[src/rtl/core/sbsm_pkg.sv]
// Shared types, codes and constants for the serial bank switch mapper.
// No dependencies; every other file in rtl/core imports this package.
`timescale 1ns / 1ps
`default_nettype none

package sbsm_pkg;

    // Serial loader: five beats, LSB first
    localparam int SERIAL_WRITES = 5;
    localparam int SHIFT_CNT_W   = $clog2(SERIAL_WRITES + 1);
    localparam int MAP_REG_W     = SERIAL_WRITES;

    localparam logic [MAP_REG_W-1:0] CONTROL_RESET = 5'h0C;
    localparam logic [MAP_REG_W-1:0] PRG_MODE_MASK = 5'h0C;

    // Configuration port
    localparam int CFG_ADDR_W = 3;
    localparam int CFG_DATA_W = 32;
    localparam logic CFG_IDX_CHR_ROM   = 1'b0;
    localparam logic CFG_IDX_PRG_BANKS = 1'b1;
    localparam logic [4:0] PRG_BANKS_RESET = 5'd16;
    localparam logic [4:0] PRG_BANKS_MAX   = 5'd16;

    // Mapper register select, address bits 14:13
    localparam logic [1:0] SEL_CONTROL  = 2'd0;
    localparam logic [1:0] SEL_CHR_LOW  = 2'd1;
    localparam logic [1:0] SEL_CHR_HIGH = 2'd2;
    localparam logic [1:0] SEL_PRG_BANK = 2'd3;

    // PRG banking modes, control bits 3:2
    localparam logic [1:0] PRG_MODE_SWITCH_HI = 2'd2;
    localparam logic [1:0] PRG_MODE_FIX_LAST  = 2'd3;

    // Bus region, address bits 15:13
    localparam logic [2:0] REGION_IRAM    = 3'b000;
    localparam logic [2:0] REGION_CHR     = 3'b001;
    localparam logic [2:0] REGION_UNMAP   = 3'b010;
    localparam logic [2:0] REGION_PRG_RAM = 3'b011;

    typedef enum logic [2:0] {
        TGT_NONE    = 3'd0,
        TGT_IRAM    = 3'd1,
        TGT_CHR_RAM = 3'd2,
        TGT_CHR_ROM = 3'd3,
        TGT_PRG_RAM = 3'd4,
        TGT_PRG_ROM = 3'd5
    } tgt_t;

    typedef struct packed {
        logic        req_type;
        logic [15:0] address;
        logic [7:0]  write_data;
    } in_beat_t;

    typedef struct packed {
        tgt_t        target;
        logic [17:0] offset;
        logic        write_enable;
        logic [7:0]  out_data;
    } out_beat_t;

    typedef struct packed {
        logic       chr_rom_present;
        logic [4:0] prg_rom_banks;
    } cfg_t;

    typedef struct packed {
        logic [MAP_REG_W-1:0] control;
        logic [MAP_REG_W-1:0] chr_low;
        logic [MAP_REG_W-1:0] chr_high;
        logic [MAP_REG_W-1:0] prg_bank;
    } map_state_t;

    // One beat's request to the serial loader
    typedef struct packed {
        logic       wr;
        logic       clr;
        logic       data_bit;
        logic [1:0] sel;
    } map_req_t;

endpackage

`default_nettype wire

[src/rtl/core/sbsm_cfg_regs.sv]
// APB-style configuration registers: CHR ROM fitted flag and PRG bank count.
// Depends on sbsm_pkg.
`timescale 1ns / 1ps
`default_nettype none

module sbsm_cfg_regs (
    input  wire                            clk,
    input  wire                            rst_n,
    input  wire                            psel,
    input  wire                            penable,
    input  wire                            pwrite,
    input  wire [sbsm_pkg::CFG_ADDR_W-1:0] paddr,
    input  wire [sbsm_pkg::CFG_DATA_W-1:0] pwdata,
    output logic [sbsm_pkg::CFG_DATA_W-1:0] prdata,
    output logic                           pready,
    output sbsm_pkg::cfg_t                 cfg
);
    import sbsm_pkg::*;

    logic       chr_rom_reg;
    logic       chr_rom_next;
    logic [4:0] banks_reg;
    logic [4:0] banks_next;
    logic       wr_en;
    logic       idx;

    assign wr_en  = psel && penable && pwrite;
    assign idx    = paddr[2];
    assign pready = 1'b1;

    always_comb
    begin
        chr_rom_next = chr_rom_reg;
        banks_next   = banks_reg;
        if (wr_en)
        begin
            unique case (idx)
                CFG_IDX_CHR_ROM:   chr_rom_next = pwdata[0];
                CFG_IDX_PRG_BANKS: banks_next   = pwdata[4:0];
                default:           chr_rom_next = chr_rom_reg;
            endcase
        end
    end

    always_comb
    begin
        unique case (idx)
            CFG_IDX_CHR_ROM:   prdata = {{(CFG_DATA_W-1){1'b0}}, chr_rom_reg};
            CFG_IDX_PRG_BANKS: prdata = {{(CFG_DATA_W-5){1'b0}}, banks_reg};
            default:           prdata = '0;
        endcase
    end

    always_ff @(posedge clk or negedge rst_n)
    begin
        if (!rst_n)
        begin
            chr_rom_reg <= 1'b0;
            banks_reg   <= PRG_BANKS_RESET;
        end
        else
        begin
            chr_rom_reg <= chr_rom_next;
            banks_reg   <= banks_next;
        end
    end

    assign cfg.chr_rom_present = chr_rom_reg;
    assign cfg.prg_rom_banks   = banks_reg;

endmodule

`default_nettype wire

[src/rtl/core/sbsm_decode.sv]
// Address decode and bank mapping for one bus beat; also forms the loader request.
// Depends on sbsm_pkg.
`timescale 1ns / 1ps
`default_nettype none

module sbsm_decode (
    input  sbsm_pkg::in_beat_t   beat,
    input  sbsm_pkg::map_state_t state,
    input  sbsm_pkg::cfg_t       cfg,
    output sbsm_pkg::out_beat_t  result,
    output sbsm_pkg::map_req_t   req
);
    import sbsm_pkg::*;

    logic        wr;
    logic [15:0] a;
    logic [3:0]  bank;
    logic [3:0]  last_bank;
    logic [4:0]  banks_clamped;
    logic [1:0]  prg_mode;
    logic [17:0] chr_off;
    logic [17:0] prg_off;
    logic        ram_on;

    assign wr       = beat.req_type;
    assign a        = beat.address;
    assign bank     = state.prg_bank[3:0];
    assign prg_mode = state.control[3:2];
    assign ram_on   = !state.prg_bank[4];

    // Bank count clamped to 1..16, last bank fixed at the top
    always_comb
    begin
        priority if (cfg.prg_rom_banks == 5'd0)
            banks_clamped = 5'd1;
        else if (cfg.prg_rom_banks > PRG_BANKS_MAX)
            banks_clamped = PRG_BANKS_MAX;
        else
            banks_clamped = cfg.prg_rom_banks;
    end
    assign last_bank = 4'(banks_clamped - 5'd1);

    // CHR: one 8 KiB bank (low bit ignored) or two 4 KiB banks
    always_comb
    begin
        priority if (!state.control[4])
            chr_off = {1'b0, state.chr_low[4:1], a[12:0]};
        else if (a[12])
            chr_off = {1'b0, state.chr_high, a[11:0]};
        else
            chr_off = {1'b0, state.chr_low, a[11:0]};
    end

    // PRG: 32 KiB switch, or 16 KiB with one half fixed
    always_comb
    begin
        priority if (prg_mode == PRG_MODE_SWITCH_HI)
            prg_off = a[14] ? {bank, a[13:0]} : {4'd0, a[13:0]};
        else if (prg_mode == PRG_MODE_FIX_LAST)
            prg_off = a[14] ? {last_bank, a[13:0]} : {bank, a[13:0]};
        else
            prg_off = {bank[3:1], a[14:0]};
    end

    always_comb
    begin
        result.target       = TGT_NONE;
        result.offset       = '0;
        result.write_enable = 1'b0;
        req.wr              = 1'b0;
        req.clr             = beat.write_data[7];
        req.data_bit        = beat.write_data[0];
        req.sel             = a[14:13];
        priority if (a[15])
        begin
            if (wr)
                req.wr = 1'b1;
            else
            begin
                result.target = TGT_PRG_ROM;
                result.offset = prg_off;
            end
        end
        else if (a[15:13] == REGION_IRAM)
        begin
            result.target       = TGT_IRAM;
            result.offset       = {7'd0, a[10:0]};
            result.write_enable = wr;
        end
        else if (a[15:13] == REGION_CHR)
        begin
            if (!cfg.chr_rom_present)
            begin
                result.target       = TGT_CHR_RAM;
                result.offset       = {5'd0, a[12:0]};
                result.write_enable = wr;
            end
            else if (!wr)
            begin
                result.target = TGT_CHR_ROM;
                result.offset = chr_off;
            end
        end
        else if (a[15:13] == REGION_PRG_RAM)
        begin
            if (ram_on)
            begin
                result.target       = TGT_PRG_RAM;
                result.offset       = {5'd0, a[12:0]};
                result.write_enable = wr;
            end
        end
        else
        begin
            // unmapped window: nothing
            result.target = TGT_NONE;
        end
        result.out_data = result.write_enable ? beat.write_data : 8'd0;
    end

endmodule

`default_nettype wire

[src/rtl/core/sbsm_map_regs.sv]
// Serial loader and the four mapper registers it commits into.
// Depends on sbsm_pkg.
`timescale 1ns / 1ps
`default_nettype none

module sbsm_map_regs (
    input  wire                  clk,
    input  wire                  rst_n,
    input  wire                  update,
    input  sbsm_pkg::map_req_t   req,
    output sbsm_pkg::map_state_t state
);
    import sbsm_pkg::*;

    logic [MAP_REG_W-1:0]   bits_reg;
    logic [MAP_REG_W-1:0]   bits_next;
    logic [SHIFT_CNT_W-1:0] cnt_reg;
    logic [SHIFT_CNT_W-1:0] cnt_next;
    map_state_t             map_reg;
    map_state_t             map_next;
    logic [MAP_REG_W-1:0]   bits_tmp;
    logic [SHIFT_CNT_W-1:0] cnt_tmp;

    always_comb
    begin
        bits_next = bits_reg;
        cnt_next  = cnt_reg;
        map_next  = map_reg;
        // count never rests at the full width, but stay safe if it did
        cnt_tmp   = (cnt_reg >= SHIFT_CNT_W'(SERIAL_WRITES)) ? '0 : cnt_reg;
        bits_tmp  = (cnt_reg >= SHIFT_CNT_W'(SERIAL_WRITES)) ? '0 : bits_reg;
        bits_tmp  = bits_tmp | (MAP_REG_W'(req.data_bit) << cnt_tmp);
        if (update && req.wr)
        begin
            if (req.clr)
            begin
                map_next.control = map_reg.control | PRG_MODE_MASK;
                bits_next        = '0;
                cnt_next         = '0;
            end
            else if (cnt_tmp == SHIFT_CNT_W'(SERIAL_WRITES - 1))
            begin
                unique case (req.sel)
                    SEL_CONTROL:  map_next.control  = bits_tmp;
                    SEL_CHR_LOW:  map_next.chr_low  = bits_tmp;
                    SEL_CHR_HIGH: map_next.chr_high = bits_tmp;
                    SEL_PRG_BANK: map_next.prg_bank = bits_tmp;
                    default:      map_next          = map_reg;
                endcase
                bits_next = '0;
                cnt_next  = '0;
            end
            else
            begin
                bits_next = bits_tmp;
                cnt_next  = cnt_tmp + 1'b1;
            end
        end
    end

    always_ff @(posedge clk or negedge rst_n)
    begin
        if (!rst_n)
        begin
            bits_reg         <= '0;
            cnt_reg          <= '0;
            map_reg.control  <= CONTROL_RESET;
            map_reg.chr_low  <= '0;
            map_reg.chr_high <= '0;
            map_reg.prg_bank <= '0;
        end
        else
        begin
            bits_reg <= bits_next;
            cnt_reg  <= cnt_next;
            map_reg  <= map_next;
        end
    end

    assign state = map_reg;

endmodule

`default_nettype wire

[src/rtl/core/serial_bank_switch_mapper.sv]
// Top level of the serial bank switch mapper: input register, decode, result register.
// Depends on sbsm_pkg, sbsm_cfg_regs, sbsm_decode and sbsm_map_regs.
`timescale 1ns / 1ps
`default_nettype none

// Each input beat is one processor bus access; each gives exactly one result beat
// naming the target memory, the byte offset in it and whether the byte is stored.
// Throughput is one beat per clock while out_stall is low; a beat passes the input
// register, then decode into the result register. Mapper register updates from serial
// writes land as the beat leaves the input register, so the next beat already decodes
// against them. A full result register that is stalled holds the input register, and
// in_stall rises only when both stages are full. The user must write configuration
// (CHR ROM flag at 0x0, PRG bank count at 0x4) only while idle; it is not enforced.
module serial_bank_switch_mapper (
    input  wire                             clk,
    input  wire                             rst_n,
    // bus access beats in
    input  wire                             in_valid,
    output logic                            in_stall,
    input  sbsm_pkg::in_beat_t              in_item,
    // decoded beats out
    output logic                            out_valid,
    input  wire                             out_stall,
    output sbsm_pkg::out_beat_t             out_item,
    // configuration
    input  wire                             psel,
    input  wire                             penable,
    input  wire                             pwrite,
    input  wire [sbsm_pkg::CFG_ADDR_W-1:0]  paddr,
    input  wire [sbsm_pkg::CFG_DATA_W-1:0]  pwdata,
    output logic [sbsm_pkg::CFG_DATA_W-1:0] prdata,
    output logic                            pready
);
    import sbsm_pkg::*;

    // Input register
    logic       in_vld_reg;
    logic       in_vld_next;
    in_beat_t   in_item_reg;
    // Result register
    logic       res_vld_reg;
    logic       res_vld_next;
    out_beat_t  res_item_reg;

    logic       accept;
    logic       advance;
    cfg_t       cfg;
    map_state_t map_state;
    map_req_t   map_req;
    out_beat_t  decoded;

    // Beat moves on when the result slot is empty or being drained
    assign advance  = in_vld_reg && (!res_vld_reg || !out_stall);
    assign in_stall = in_vld_reg && !advance;
    assign accept   = in_valid && !in_stall;

    always_comb
    begin
        priority if (accept)
            in_vld_next = 1'b1;
        else if (advance)
            in_vld_next = 1'b0;
        else
            in_vld_next = in_vld_reg;

        priority if (advance)
            res_vld_next = 1'b1;
        else if (res_vld_reg && !out_stall)
            res_vld_next = 1'b0;
        else
            res_vld_next = res_vld_reg;
    end

    always_ff @(posedge clk or negedge rst_n)
    begin
        if (!rst_n)
        begin
            in_vld_reg  <= 1'b0;
            res_vld_reg <= 1'b0;
        end
        else
        begin
            in_vld_reg  <= in_vld_next;
            res_vld_reg <= res_vld_next;
        end
    end

    // Payload, no reset
    always_ff @(posedge clk)
    begin
        if (accept)
            in_item_reg <= in_item;
        if (advance)
            res_item_reg <= decoded;
    end

    sbsm_cfg_regs u_cfg (
        .clk     (clk),
        .rst_n   (rst_n),
        .psel    (psel),
        .penable (penable),
        .pwrite  (pwrite),
        .paddr   (paddr),
        .pwdata  (pwdata),
        .prdata  (prdata),
        .pready  (pready),
        .cfg     (cfg)
    );

    sbsm_decode u_dec (
        .beat   (in_item_reg),
        .state  (map_state),
        .cfg    (cfg),
        .result (decoded),
        .req    (map_req)
    );

    // Loader advances only with the beat that carries the write
    sbsm_map_regs u_map (
        .clk    (clk),
        .rst_n  (rst_n),
        .update (advance),
        .req    (map_req),
        .state  (map_state)
    );

    assign out_valid = res_vld_reg;
    assign out_item  = res_item_reg;

endmodule

`default_nettype wire

[config.mk]
export PLATFORM = sky130hd
export DESIGN_NAME = serial_bank_switch_mapper
export DESIGN_NICKNAME = d
export VERILOG_FILES = /design/src/rtl/core/sbsm_pkg.sv /design/src/rtl/core/sbsm_cfg_regs.sv /design/src/rtl/core/sbsm_decode.sv /design/src/rtl/core/sbsm_map_regs.sv /design/src/rtl/core/serial_bank_switch_mapper.sv
export SDC_FILE = /design/constraint.sdc
export NUM_CORES = 1
export LEC_CHECK = 0
export BUFFER_PORTS_ARGS = -buffer_cell sky130_fd_sc_hd__buf_2
export CAP_MARGIN = 5
export CORE_MARGIN = 4
export CORE_UTILIZATION = 51
export CTS_BUF_LIST = sky130_fd_sc_hd__clkbuf_16
export CTS_CLUSTER_SIZE = 20
export DETAILED_ROUTE_END_ITERATION = 8
export PLACE_DENSITY = 0.83
export SLEW_MARGIN = 20
export SYNTH_ARGS = -nofsm -noshare
export SYNTH_HDL_FRONTEND = slang
export SYNTH_HIERARCHICAL = 1
export SYNTH_SLANG_ARGS = --single-unit
[constraint.sdc]
create_clock -name clk -period 6.3 [get_ports clk]
set_input_delay 0.315 -clock clk [delete_from_list [all_inputs] [get_ports clk]]
set_output_delay 0.315 -clock clk [all_outputs]
set_load 0.03 [all_outputs]
# --- Word level (Yosys, flattened, before mapping) ---
# Index checks and enable logic that the tools add are counted.
totals:
  ff_bits: 91
  latchBits: 0
  ram_bits: 0
  romBits: 0
  inputBits: 67
  out_inout_bits: 65
  word_cells: 98
  n_memories: 0
classes:
  add_sub_neg: 2
  multipliers: 0
  div_mod_pow: 0
  order_cmp: 2
  eq_ne: 8
  shifts: 1
  n_mux: 38
  bitwise: 3
  n_reduce_logical: 26
ops:
  columns: ["op", "n"]
  rows:
  - ["two-way mux 18 bit", 4]
  - ["two-way mux 22 bit", 3]
  - ["case mux 32 bit (2 select lines)", 1]
  - ["two-way mux 21 bit", 3]
  - ["two-way mux 19 bit", 2]
  - ["two-way mux 17 bit", 2]
  - ["two-way mux 5 bit", 6]
  - ["two-way mux 20 bit", 1]
  - ["two-way mux 4 bit", 4]
  - ["AND reduction 4 bit", 4]
  - ["two-way mux 3 bit", 4]
  - ["equality test 2 bit (second input constant)", 4]
  - ["two-way mux 1 bit", 8]
  - ["nonzero test 2 bit", 4]
  - ["logical AND 1 bit", 7]
  - ["> comparator 5 bit (second input constant)", 1]
  - ["zero test 5 bit", 1]
  - ["bitwise OR 5 bit", 1]
  - ["<< shifter 1 x 3 -> 5 bit", 1]
  - ["zero test 1 bit", 4]
  - ["AND reduction 2 bit", 2]
  - ["subtractor 4 x 1 -> 4 bit (second input constant)", 1]
  - ["adder 3 x 1 -> 3 bit (second input constant)", 1]
  - ["equality test 3 x 1 -> 1 bit (second input constant)", 1]
  - ["9 further kinds", 10]

# --- Depth between registers and ports, before layout ---
depth:
  depth_word: 9
  depth_mapped: 7
  mapped_depth_nobuf: 6

# --- Cells and area by module ---
# The synthesis kept the hierarchy.
modules_own_cells:
  columns: ["mod", "instances", "cells_per_inst", "area_per_inst_um2", "seq_area_each_um2"]
  rows:
  - ["serial_bank_switch_mapper", 1, 63, 1744.2, 1701.6]
  - ["sbsm_map_regs", 1, 103, 1247.4, 703.2]
  - ["sbsm_decode", 1, 95, 615.6, 0.0]
  - ["sbsm_cfg_regs", 1, 50, 501.7, 151.4]

# --- Worst setup path before layout ---
# No wires, ideal clock.
synth_path:
  path_type: "flip-flop to flip-flop"
  startpoint: "register res_vld_reg (netlist: out_valid)"
  endpoint: "register u_map.map_reg (netlist bit u_map/state[0])"
  setup_time_ns: 0.125
  arrival_ns: 4.388
  t_required_ns: 6.175
  setup_slack_ns: 1.787
  path_stages_with_launch: 7
  n_path_buf: 1
  period_less_slack_ns: 4.513
  path_cell_list: "dfrtp_1 a21boi_0 nand2_1 nor3_4 and3_1 buf_2 mux2_2"
synth_via:
  elab_chain_cells: 5
synth_lines:
  columns: ["element", "line", "text"]
  rows:
  - ["from (decl)", "serial_bank_switch_mapper.sv:41", "logic res_vld_reg;"]
  - ["from (signal assigned)", "serial_bank_switch_mapper.sv:84", "res_vld_reg <= res_vld_next;"]
  - ["zero test 1 bit", "serial_bank_switch_mapper.sv:53", "assign advance = in_vld_reg && (!res_vld_reg || !out_stall);"]
  - ["logical OR 1 bit", "serial_bank_switch_mapper.sv:53", null]
  - ["logical AND 1 bit", "serial_bank_switch_mapper.sv:53", null]
  - ["net advance", "serial_bank_switch_mapper.sv:46", "logic advance;"]
  - ["logical AND 1 bit", "sbsm_map_regs.sv:33", "if (update && req.wr)"]
  - ["AND reduction 4 bit (no source line)", null, null]
  - ["to (signal assigned)", "sbsm_map_regs.sv:76", "map_reg <= map_next;"]
  - ["to (decl)", "sbsm_map_regs.sv:19", "map_state_t map_reg;"]
# The timed path passes the listed nets, and every way through them passes these cells.
# A chain may end at the register's enable or synchronous reset.

# --- Worst setup path after layout ---
layout_path:
  startpoint: "register res_vld_reg (netlist: out_valid)"
  endpoint: "register u_map.map_reg (netlist bit u_map/state[9])"
# The elaborated chain is that of the path after synthesis.

==> out/metrics.yaml <==
fin_crit_ns: 2.53
rr_worst_depth: 6
via_count: 2531
timing.rr.end: "u_map/state[9]$_DFFE_PN0P_"
netlist_area_um2: 4040
crit_type: "reg -> reg"
ant_nets: 0
nFillCells: 599
drt_wl_total_mm: 7.74
cts_resized: 0
post_cts_buffers: 0
crit_path_end_kind: "flip-flop"
finalNonFillerCells: 484
cp_data_required_time_ns: 6.51
wl_per_cell_um: 16.0
area_growth_pct: 15.4
via_per_inst: 5.23
cp_cell_sequence: "a21boi_4 > buf_4 > nand2_1 > nor3_4 > nand3b_1 > mux2_2"
place_congestion: 0.869
syn_inst: 307
path_buf_inv: 1
dieArea_um2: 9400
cts_root_buf: "clkbuf_16"
min_period_over_period: 0.402
slew_violations: 0
max_stage_delay_ns: 0.44
arrival_ns: 2.74
multiInputGateArea_um2: 1290
drt_iter0_drc: 265
status: "finished, final reports clean"
core.rowCount: 32
cts_buffers: 9
yosysWarningCount: 6
grt_overflow: 0
rsz0062_at_grt: "false"
clk_latency_ns: 0.33
tritoncts: "yes"
finalWorstSetupSlack_ns: 3.77
start_util: 0.522
grt_pass1_wl_mm: 13.0
portBuffers: 74
dp_slack_ns: 3.82
critPathMaxFanout: 33
grt_max_degree: 35
slowest_stage: "dfrtp_1"
tightestPinTransition_ns: 0.766
path_delay_family: "simple AND/OR/NAND/NOR gates"
mostFrequentLayoutCell: "buf_2"
maxCapViolations: 0
nets: 445
startpoint_type: "flip-flop"
coreArea_um2: 7730
layout_common_cells: "buf_2, edfxtp_1, dfrtp_1"
regArea_um2: 2510
dr.pass1.iters: 4
cts_hold_buffers: 0
grt_pass1_vias: 2605
reg2reg_from: "out_valid$_DFFE_PN0P_"
max_slew_margin: 0.490
dp_hpwl_mm: 5.31
worst_hold_slack_ns: 0.0556
setup_tns_ns: 0
r2r_slack_ns: 3.77
cts_buffer_depth: 2
cts_htree_levels: 3
hold_viol_final: 0
setup_viol_count_final: 0
post-route-drc-count: 0
largest_reg_flops: 30
cts_num_sinks: 89
track_usage: 0.172
place_inst: 468
clk_pin_slew_ns: 0.06
avgSynthCellArea_um2: 13.1
n_antenna_cell: 0
die_h_um: 97.0
fin_worst_skew_ns: 0.00675
drive_above_1_share: 0.335
power_density_nw_per_um2: 319
ir_drop_v: 0.000179
hold_path.class: "in -> async"
die_x_um: 97.0
p_leak_nw: 2.04
cp.depth: 6
fmax_mhz: 395
io_pins: 132
antenna_found_initial: 0
[worst max-delay path by stage]
stage / startpoint / end / slack (ns)
floorplan: out_valid$_DFFE_PN0P_ / u_map/state[0]$_DFFE_PN0P_ / 1.79
global placement: out_valid$_DFFE_PN0P_ / u_map/state[3]$_DFFE_PN0P_ / 3.84
detailed placement: out_valid$_DFFE_PN0P_ / u_map/state[1]$_DFFE_PN0P_ / 3.82
CTS: out_valid$_DFFE_PN0P_ / u_map/state[4]$_DFFE_PN0P_ / 3.79
global route: out_valid$_DFFE_PN0P_ / u_map/state[1]$_DFFE_PN0P_ / 3.62
finish: out_valid$_DFFE_PN0P_ / u_map/state[9]$_DFFE_PN0P_ / 3.77
[area by class of cell]
cell class                      instances  share of cell area
Timing Repair Buffer                   75              0.0811
Sequential cell                        89               0.538
Clock buffer                            9              0.0484
Multi-Input combinational cell        189               0.278
Inverter                               13              0.0105
Clock inverter                          7              0.0164
Tap cell                              102              0.0274
[stage by stage]
| step | utilization | instance area [µm²] | power (mW) |
|---|---|---|---|
| CTS | 0.602 | 4660 | 1.50 |
| global route | 0.603 | 4660 | 1.56 |
| floorplan | - | 4130 | 0.908 |
| global placement | 0.563 | 4350 | 0.954 |
| detailed placement | 0.563 | 4350 | 0.966 |
| finish | 0.603 | 4660 | 1.48 |
[per-layer routing]
metal  up-vias  routed length (µm)  GRT usage  share of wire
met4         0                  80     0.0432          0.010
li1       1190                   -          -              -
met3        12                 702     0.0627          0.091
met5         -                   0          0              0
met2       128                3820      0.284           0.49
met1      1201                3140      0.215           0.41
[worst reg2reg max path, delay by kind of cell (launching register included)]
kind | cells | cell delay [ns]
AOI/OAI and AO/OA | 1 | 0.16
muxes | 1 | 0.40
buffers and inverters | 1 | 0.38
and+or+nand+nor | 3 | 1.03
DFF | 1 | 0.44
[where the power goes]
| part | internal (mW) | switching (mW) |
|---|---|---|
| registers | 0.678 | 0.0428 |
| clock network | 0.310 | 0.219 |
| logic | 0.0774 | 0.157 |
Power figures use the tool's default switching activity.
